<file path="src/rtl/wsfc_pkg.sv">
// ----------------------------------------------------------------------------
// wsfc_pkg
// Shared sizes, hash constants, types and helpers of the flow counter.
// ----------------------------------------------------------------------------
`default_nettype none

package wsfc_pkg;

    // BUCKET_COUNT is a power of two; the bucket is a field of the hash.
    localparam int BUCKET_COUNT     = 1024;
    localparam int CELLS_PER_BUCKET = 8;
    localparam int CELL_TOTAL       = BUCKET_COUNT * CELLS_PER_BUCKET;
    localparam int BUCKET_W         = $clog2(BUCKET_COUNT);
    localparam int SLOT_W           = (CELLS_PER_BUCKET > 1) ? $clog2(CELLS_PER_BUCKET) : 1;
    localparam int CELL_AW          = (CELL_TOTAL > 1) ? $clog2(CELL_TOTAL) : 1;

    localparam logic [31:0] MURMUR_SEED = 32'd1324534127;
    localparam logic [31:0] MIX_C1    = 32'hcc9e2d51;
    localparam logic [31:0] MIX_C2    = 32'h1b873593;
    localparam logic [31:0] MIX_ADD   = 32'he6546b64;
    localparam logic [31:0] FMIX_C1   = 32'h85ebca6b;
    localparam logic [31:0] FMIX_C2   = 32'hc2b2ae35;
    localparam logic [31:0] KEY_LEN   = 32'd13;

    typedef struct packed {
        logic [31:0] src_addr;
        logic [31:0] dst_addr;
        logic [31:0] port_pair;
        logic [7:0]  protocol;
    } key_t;

    typedef struct packed {
        key_t        key;
        logic [31:0] count;
    } cell_t;

    localparam int CELL_W = $bits(cell_t);

    typedef enum logic [2:0] {
        ACT_FILL        = 3'd0,
        ACT_HIT_EXACT   = 3'd1,
        ACT_HIT_INEXACT = 3'd2,
        ACT_REPLACE     = 3'd3,
        ACT_REJECT      = 3'd4
    } action_t;

    typedef enum logic [3:0] {
        ST_CLEAR,
        ST_IDLE,
        ST_HASH,
        ST_READ,
        ST_SCAN,
        ST_DECIDE,
        ST_OLDHASH,
        ST_COMMIT,
        ST_RESULT
    } state_t;

    function automatic logic [31:0] rotl32(input logic [31:0] v, input int r);
        rotl32 = (v << r) | (v >> (32 - r));
    endfunction

    // Clamp a 34-bit signed sum to the 32-bit signed range.
    function automatic logic [31:0] sat32(input logic signed [33:0] v);
        if (v > 34'sd2147483647)
            sat32 = 32'h7fffffff;
        else if (v < -34'sd2147483648)
            sat32 = 32'h80000000;
        else
            sat32 = v[31:0];
    endfunction

    // Magnitude of a signed count; the most negative value gives 2^31.
    function automatic logic [32:0] mag33(input logic [31:0] c);
        logic signed [32:0] s;
        s = {c[31], c};
        mag33 = c[31] ? 33'(-s) : 33'(s);
    endfunction

endpackage

`default_nettype wire

</file>
<file path="src/rtl/wsfc_hash.sv">
// ----------------------------------------------------------------------------
// wsfc_hash
// Iterative 32-bit MurmurHash3 of a 13-byte flow key, one multiply a cycle.
// ----------------------------------------------------------------------------
`default_nettype none

module wsfc_hash (
    input  wire logic           clk,
    input  wire logic           rst_n,
    input  wire logic           start,
    input  wire wsfc_pkg::key_t key,
    output logic                done,
    output logic [31:0]         hash
);
    import wsfc_pkg::*;

    logic [3:0]  step_reg;
    logic        busy_reg;
    logic        done_reg;
    key_t        key_reg;
    logic [31:0] k_reg;
    logic [31:0] h_reg;

    logic [31:0] blk;
    logic [31:0] hx;
    logic [31:0] tail;

    function automatic logic [31:0] bswap(input logic [31:0] v);
        bswap = {v[7:0], v[15:8], v[23:16], v[31:24]};
    endfunction

    always_comb
    begin
        case (step_reg[2:1])
            2'd0:    blk = bswap(key_reg.src_addr);
            2'd1:    blk = bswap(key_reg.dst_addr);
            2'd2:    blk = bswap(key_reg.port_pair);
            default: blk = {24'd0, key_reg.protocol};
        endcase
        hx   = rotl32(h_reg ^ k_reg, 13);
        tail = h_reg ^ k_reg ^ KEY_LEN;
    end

    always_ff @(posedge clk or negedge rst_n)
    begin
        if (!rst_n)
        begin
            step_reg <= '0;
            busy_reg <= 1'b0;
            done_reg <= 1'b0;
        end
        else
        begin
            done_reg <= 1'b0;
            if (start)
            begin
                step_reg <= '0;
                busy_reg <= 1'b1;
            end
            else if (busy_reg)
            begin
                step_reg <= step_reg + 4'd1;
                if (step_reg == 4'd9)
                begin
                    busy_reg <= 1'b0;
                    done_reg <= 1'b1;
                end
            end
        end
    end

    // Steps 0-7 mix the four blocks; a block's h update rides with the
    // next block's first multiply. Steps 8-9 finish the avalanche.
    always_ff @(posedge clk)
    begin
        if (start)
        begin
            key_reg <= key;
            h_reg   <= MURMUR_SEED;
        end
        else if (busy_reg)
        begin
            if (step_reg < 4'd8)
            begin
                if (!step_reg[0])
                begin
                    if (step_reg != 4'd0)
                    begin
                        h_reg <= (hx << 2) + hx + MIX_ADD;
                    end
                    k_reg <= blk * MIX_C1;
                end
                else
                begin
                    k_reg <= rotl32(k_reg, 15) * MIX_C2;
                end
            end
            else if (step_reg == 4'd8)
            begin
                h_reg <= (tail ^ (tail >> 16)) * FMIX_C1;
            end
            else
            begin
                h_reg <= (h_reg ^ (h_reg >> 13)) * FMIX_C2;
            end
        end
    end

    assign done = done_reg;
    assign hash = h_reg ^ (h_reg >> 16);

endmodule

`default_nettype wire

</file>
<file path="config.mk">
export PLATFORM = sky130hd
export DESIGN_NAME = wsfc_hash
export DESIGN_NICKNAME = d
export VERILOG_FILES = /design/src/rtl/wsfc_pkg.sv /design/src/rtl/wsfc_hash.sv
export SDC_FILE = /design/constraint.sdc
export NUM_CORES = 2
export LEC_CHECK = 0
export BUFFER_PORTS_ARGS = -buffer_cell sky130_fd_sc_hd__clkbuf_2
export CORE_MARGIN = 10
export CORE_UTILIZATION = 30
export CTS_BUF_LIST = sky130_fd_sc_hd__clkbuf_2 sky130_fd_sc_hd__clkbuf_4 sky130_fd_sc_hd__clkbuf_8
export DETAILED_ROUTE_END_ITERATION = 6
export GPL_TIMING_DRIVEN = 0
export PLACE_DENSITY = 0.5
export SLEW_MARGIN = 20
export SYNTH_ARGS = -nofsm -noshare
export SYNTH_HDL_FRONTEND = slang
export SYNTH_SLANG_ARGS = --single-unit
</file>
<file path="constraint.sdc">
create_clock -name clk -period 10.1 [get_ports clk]
set_input_delay 1.01 -clock clk [delete_from_list [all_inputs] [get_ports clk]]
set_output_delay 1.01 -clock clk [all_outputs]
set_load 0.005 [all_outputs]
</file>
Yosys cells after proc, flatten, opt, wreduce, memory -nomap -nowiden
Cells that the tools add are included.

Reduce and logical (&&, ||, !) cells: 5. Equal/unequal tests: 6. $add $sub $neg: 3. Order comparisons: 1. Mux-type cells: 14. Multiply operators: 4. Bitwise logic cells: 8.

Operators with widths (count): two-way mux 32 bit (5); case mux 32 bit (3 select lines) (1); multiplier 32 x 31 -> 32 bit (second input constant) (2); bitwise XOR 32 x 16 -> 32 bit (2); adder 32 bit (1); adder 32 bit (second input constant) (1); multiplier 32 x 29 -> 32 bit (second input constant) (1); multiplier 32 x 32 -> 32 bit (second input constant) (1); bitwise OR 32 x 13 -> 32 bit (1); bitwise OR 32 x 15 -> 32 bit (1); bitwise XOR 32 x 19 -> 32 bit (1); bitwise XOR 32 bit (1); == test 4 bit (second input constant) (2); two-way mux 4 bit (2); two-way mux 1 bit (6); AND reduction 3 bit (2); adder 4 x 1 -> 4 bit (second input constant) (1); < comparator 4 bit (second input constant) (1); nonzero test 4 bit (1); inverter 3 bit (1); == test 2 x 1 -> 1 bit (second input constant) (1); == test 2 bit (second input constant) (1); logical NOT 2 bit (1); != test 2 x 1 -> 1 bit (second input constant) (1); other kinds (3) (3).

Output and inout bits: 33. Register bits after elaboration: 174. Logic and storage cells: 50.

Longest topological paths before layout
Depth after elaboration: 7. Gate-level depth with buffers: 30. Gate-level depth less buffers: 29.

Worst setup path after synthesis
No wires, ideal clock.

Path type: register to register. From: register step_reg[2]. To: register k_reg[31], data pin. Slack: 2.198 ns. Stages on the path, launching flop included: 27. Required time: 9.830 ns. Data arrival time: 7.632 ns. Clock period less this slack: 7.902 ns. Library setup time: 0.270 ns. Path buffers: 4. Path through: dfrtp_1 > clkbuf_1 > buf_2 > buf_2 > buf_1 > mux2i_1 > o21ai_0 > ha_1 > inv_1 > fa_1 > fa_1 > fa_1 > fa_1 > inv_1 > fa_1 > fa_1 > ha_1 > ha_1 > and4_1 > o21ai_0 > and2_1 > a311o_1 > and2_1 > o2111ai_1 > o21ai_0 > xnor2_1 > a2bb2oi_1.

Word-level cells in the longest chain between the ends: 4.

Ends and longest elaborated chain: from (decl) (line wsfc_hash.sv:17) `logic [3:0] step_reg;`; from (signal assigned) (line wsfc_hash.sv:62) `step_reg <= step_reg + 4'd1;`; == test 2 bit (tied with other cells) (line wsfc_hash.sv:34) `case (step_reg[2:1])`; case mux 32 bit (3 select lines) (*) (line wsfc_hash.sv:34); multiplier 32 x 31 -> 32 bit (*) (line wsfc_hash.sv:91) `k_reg <= blk * MIX_C1;`; two-way mux 32 bit (*) (line wsfc_hash.sv:85) `if (!step_reg[0])`; to (signal assigned) (line wsfc_hash.sv:91); to (signal assigned) (line wsfc_hash.sv:95) `k_reg <= rotl32(k_reg, 15) * MIX_C2;`; to (decl) (line wsfc_hash.sv:21) `logic [31:0] k_reg;`.

Every way passes the cells marked *; elsewhere a longest branch is shown, timed or not. A chain may end at the register's enable or synchronous reset.

Worst setup path in the final report
From: register h_reg[19]. To: register h_reg[28].

Word-level cells in the longest chain between the ends: 7.

Ends and longest elaborated chain: from (decl) (line wsfc_hash.sv:22) `logic [31:0] h_reg;`; from (signal assigned) (line wsfc_hash.sv:89) `h_reg <= (hx << 2) + hx + MIX_ADD;`; from (signal assigned) (line wsfc_hash.sv:100) `h_reg <= (tail ^ (tail >> 16)) * FMIX_C1;`; from (signal assigned) (line wsfc_hash.sv:104) `h_reg <= (h_reg ^ (h_reg >> 13)) * FMIX_C2;`; bitwise XOR 32 bit (line wsfc_hash.sv:40, wsfc_hash.sv:41); bitwise OR 32 x 13 -> 32 bit (line wsfc_pkg.sv:60) `rotl32 = (v << r) | (v >> (32 - r));`; adder 32 bit (2 in a row) (line wsfc_hash.sv:89); two-way mux 32 bit (line wsfc_hash.sv:87) `if (step_reg != 4'd0)`; two-way mux 32 bit (line wsfc_hash.sv:85); two-way mux 32 bit (*) (line wsfc_hash.sv:83) `if (step_reg < 4'd8)`.

Every way passes the cells marked *; elsewhere a longest branch is shown, timed or not. The select of a mux whose other input is x is not followed.

==> summary.md <==
| Metric | Value |
|---|---|
| Outcome | finished, final reports clean |
| Starting DRT DRC Count | 1645 |
| R2r setup slk | 0.54 ns |
| Critical Path RT | 10.55 ns |
| Setup WS pre-CTS | 0.259 ns |
| Reg-to-Reg Start | h_reg[19] |
| Area grow syn2layout | 8.68% |
| Post-synth cell types | 80 |
| Syn Nets | 5912 |
| First-pass GRT wire length | 202 mm |
| Slew @ Worst Pin | 1.15 ns |
| Worst setup margin | 0.535 ns |
| Number of warnings issued by yosys | 0 |
| Initial core utilization | 0.303 |
| CP startpoint kind | flip-flop |
| Final Hold Fails | 0 |
| Vias | 29400 |
| Seq/Total Area, Yosys | 0.113 |
| Period utilisation layout | 0.947 |
| CTS max path bufs | 2 |
| Clock Skew | 0.0181 ns |
| Top Family by Delay on Critical Path | adder cells |
| Crit path kind | flip-flop to flip-flop |
| Hold buffer count at CTS | 0 |
| Syn avg cell area | 10.1 µm² |
| Most common cell type on the critical path | fa_1 |
| Commonest non-fill, non-tap cell in the layout | inv_1 |
| Max Clock Freq | 105 MHz |
| Setup violators final | 0 |
| Initial antenna violation count | 6 |
| Fillers | 14800 |
| Post-DP HPWL | 117 mm |
| Seq cells post-synth | 174 |
| CP endpoint | h_reg[28] |
| Synth Cell Area | 43000 µm² |
| Setup TNS | 0 ns |
| CP max stage cell | xnor2_1 |
| R2R Path End | h_reg[28] |
| CTS tree | yes |
| Crit path largest cell delay | 0.96 ns |
| Crit end category | flip-flop |
| Period minus WS final | 9.56 ns |
| Commonest non-fill, non-tap cells in the layout | inv_1, ha_1, fa_1, xnor2_1, clkbuf_2 |
| Crit path max fanout | 6 |
| Root buf cell | clkbuf_8 |
| Overflow after GRT | 0 |
| DRC Markers | 0 |
| GPL Wtd Cong | 0.913 |
| Post-Layout Cell Count | 6344 |
| Post-synth EDFFs | 136 |
| Cells after Synth | 4274 |
| RSZ-0062 raised after global routing | no |
| Cells on worst reg2reg path | 27 |
| Layout cell share with drive strength beyond 1 | 0.0570 |
| Vias per cell | 4.64 |
| CTS Buf Count | 17 |
| CP arrival | 10.02 ns |
| Worst-skew pair later-pin latency | 0.58 ns |
| DRT Wirelength | 134 mm |
| Worst path buffer plus inverter count | 6 |
| Die Footprint | 159000 µm² |
| CP Depth | 27 |
| I/O Buffers | 139 |
| Vias in the first global route | 32200 |
| Hold Path Class | input pin to asynchronous set/reset pin |
| Largest net degree at the start of global routing | 66 |
| Post-CTS setup buffer count | 0 |
| Core area | 142000 µm² |
| Tot GR Track Use | 0.172 |
| Die height | 399 µm |
| Relative slew slack | 0.228 |
| Fin. max-slew vios | 0 |
| Clock Sinks | 174 |
| ANT nets after route | 0 |
| Max Cap Viol | 0 |
| Main synth FF type | edfxtp_1 |
| Ys async rst share | 0.0345 |
| Die width | 399 µm |
| First-pass DRT Iterations | 5 |
| Row count | 138 |
| Final nets | 6078 |
| DR WL/cell | 21.0 µm |
| Max reg flops | 104 |
| Dpl cells | 6311 |
| CP Launch Point | h_reg[19] |
| H-tree Lvls | 4 |
| I/O pin total | 140 |
| Clock transition at path regs | 0.12 ns |
==> synthesized netlist by cell type, types with 21 or more instances <==
| master | n | area, µm² |
|---|---|---|
| inv_1 | 1216 | 4560 |
| ha_1 | 807 | 10100 |
| fa_1 | 724 | 14500 |
| xnor2_1 | 231 | 2020 |
| nor2_1 | 137 | 514 |
| edfxtp_1 | 136 | 4080 |
| a21oi_1 | 130 | 651 |
| nand2_1 | 129 | 484 |
| xor2_1 | 112 | 981 |
| o21ai_0 | 84 | 420 |
| a21o_1 | 56 | 420 |
| clkbuf_1 | 46 | 173 |
| mux2i_1 | 33 | 330 |
| dfxtp_1 | 32 | 641 |
| nand3_1 | 25 | 125 |
| nor3_1 | 23 | 115 |
| o21a_1 | 23 | 173 |
| nand2b_1 | 21 | 131 |
==> worst min-delay path by stage <==
| stage | end | slack, ns |
|---|---|---|
| after global placement | h_reg[4] | 0.60 |
| after detailed placement | h_reg[4] | 0.60 |
| after CTS | busy_reg | 0.18 |
| after floorplan | h_reg[12] | 0.49 |
| after global routing | step_reg[2] | 0.20 |
| final | busy_reg | 0.24 |
==> stage by stage <==
| step | hold WS (ns) | utilization | cell area, µm² |
|---|---|---|---|
| detailed placement | 0.600 | 0.326 | 46300 |
| CTS | 0.177 | 0.329 | 46700 |
| finish | 0.238 | 0.329 | 46800 |
| global route | 0.200 | 0.329 | 46800 |
| floorplan | 0.490 | - | 43000 |
| global placement | 0.601 | 0.325 | 46100 |
==> cell families (layout without fill, tap and decap cells) <==
family                   Yosys count  after routing  share of synthesized area
XOR/XNOR                         345            345                     0.0709
multiplexers                      49             49                     0.0142
adder cells (fa/ha/maj)         1531           1531                      0.572
AO/OA/AOI/OAI                    483            483                     0.0738
flip-flops                       174            174                      0.113
other                              0              1                          0
buffers and inverters           1294           1473                      0.114
AND/OR/NAND/NOR                  398            398                     0.0417
==> final cells by class <==
class / count / area (µm²) / share of cell area
clock inverters: 15 / 204 / 0.00436
inverters: 1219 / 4580 / 0.0979
repair buffers: 147 / 812 / 0.0174
flip-flops and latches: 174 / 4870 / 0.104
well taps: 1890 / 2360 / 0.0506
diodes: 1 / 2.50 / 0.0000535
multi-input cells: 2806 / 33300 / 0.713
plain buffers: 75 / 358 / 0.00765
clock buffers: 17 / 234 / 0.00500
==> per-layer routing <==
layer,vias to the layer above,share of wire,global-route usage
li1,13800,-,-
met1,14800,0.44,0.227
met3,137,0.061,0.0338
met4,2,0.026,0.0454
met2,727,0.47,0.286
met5,-,0.00014,0
==> timing repair <==
action,4_1_cts,5_1_grt
setup endpoints to repair,0,4
endpoints found under the hold margin,0,0
gates resized for setup,0,7
Power is left out: the tool's default activity adds up to more than one toggle a clock period on the data nets, which glitch-free logic cannot reach.
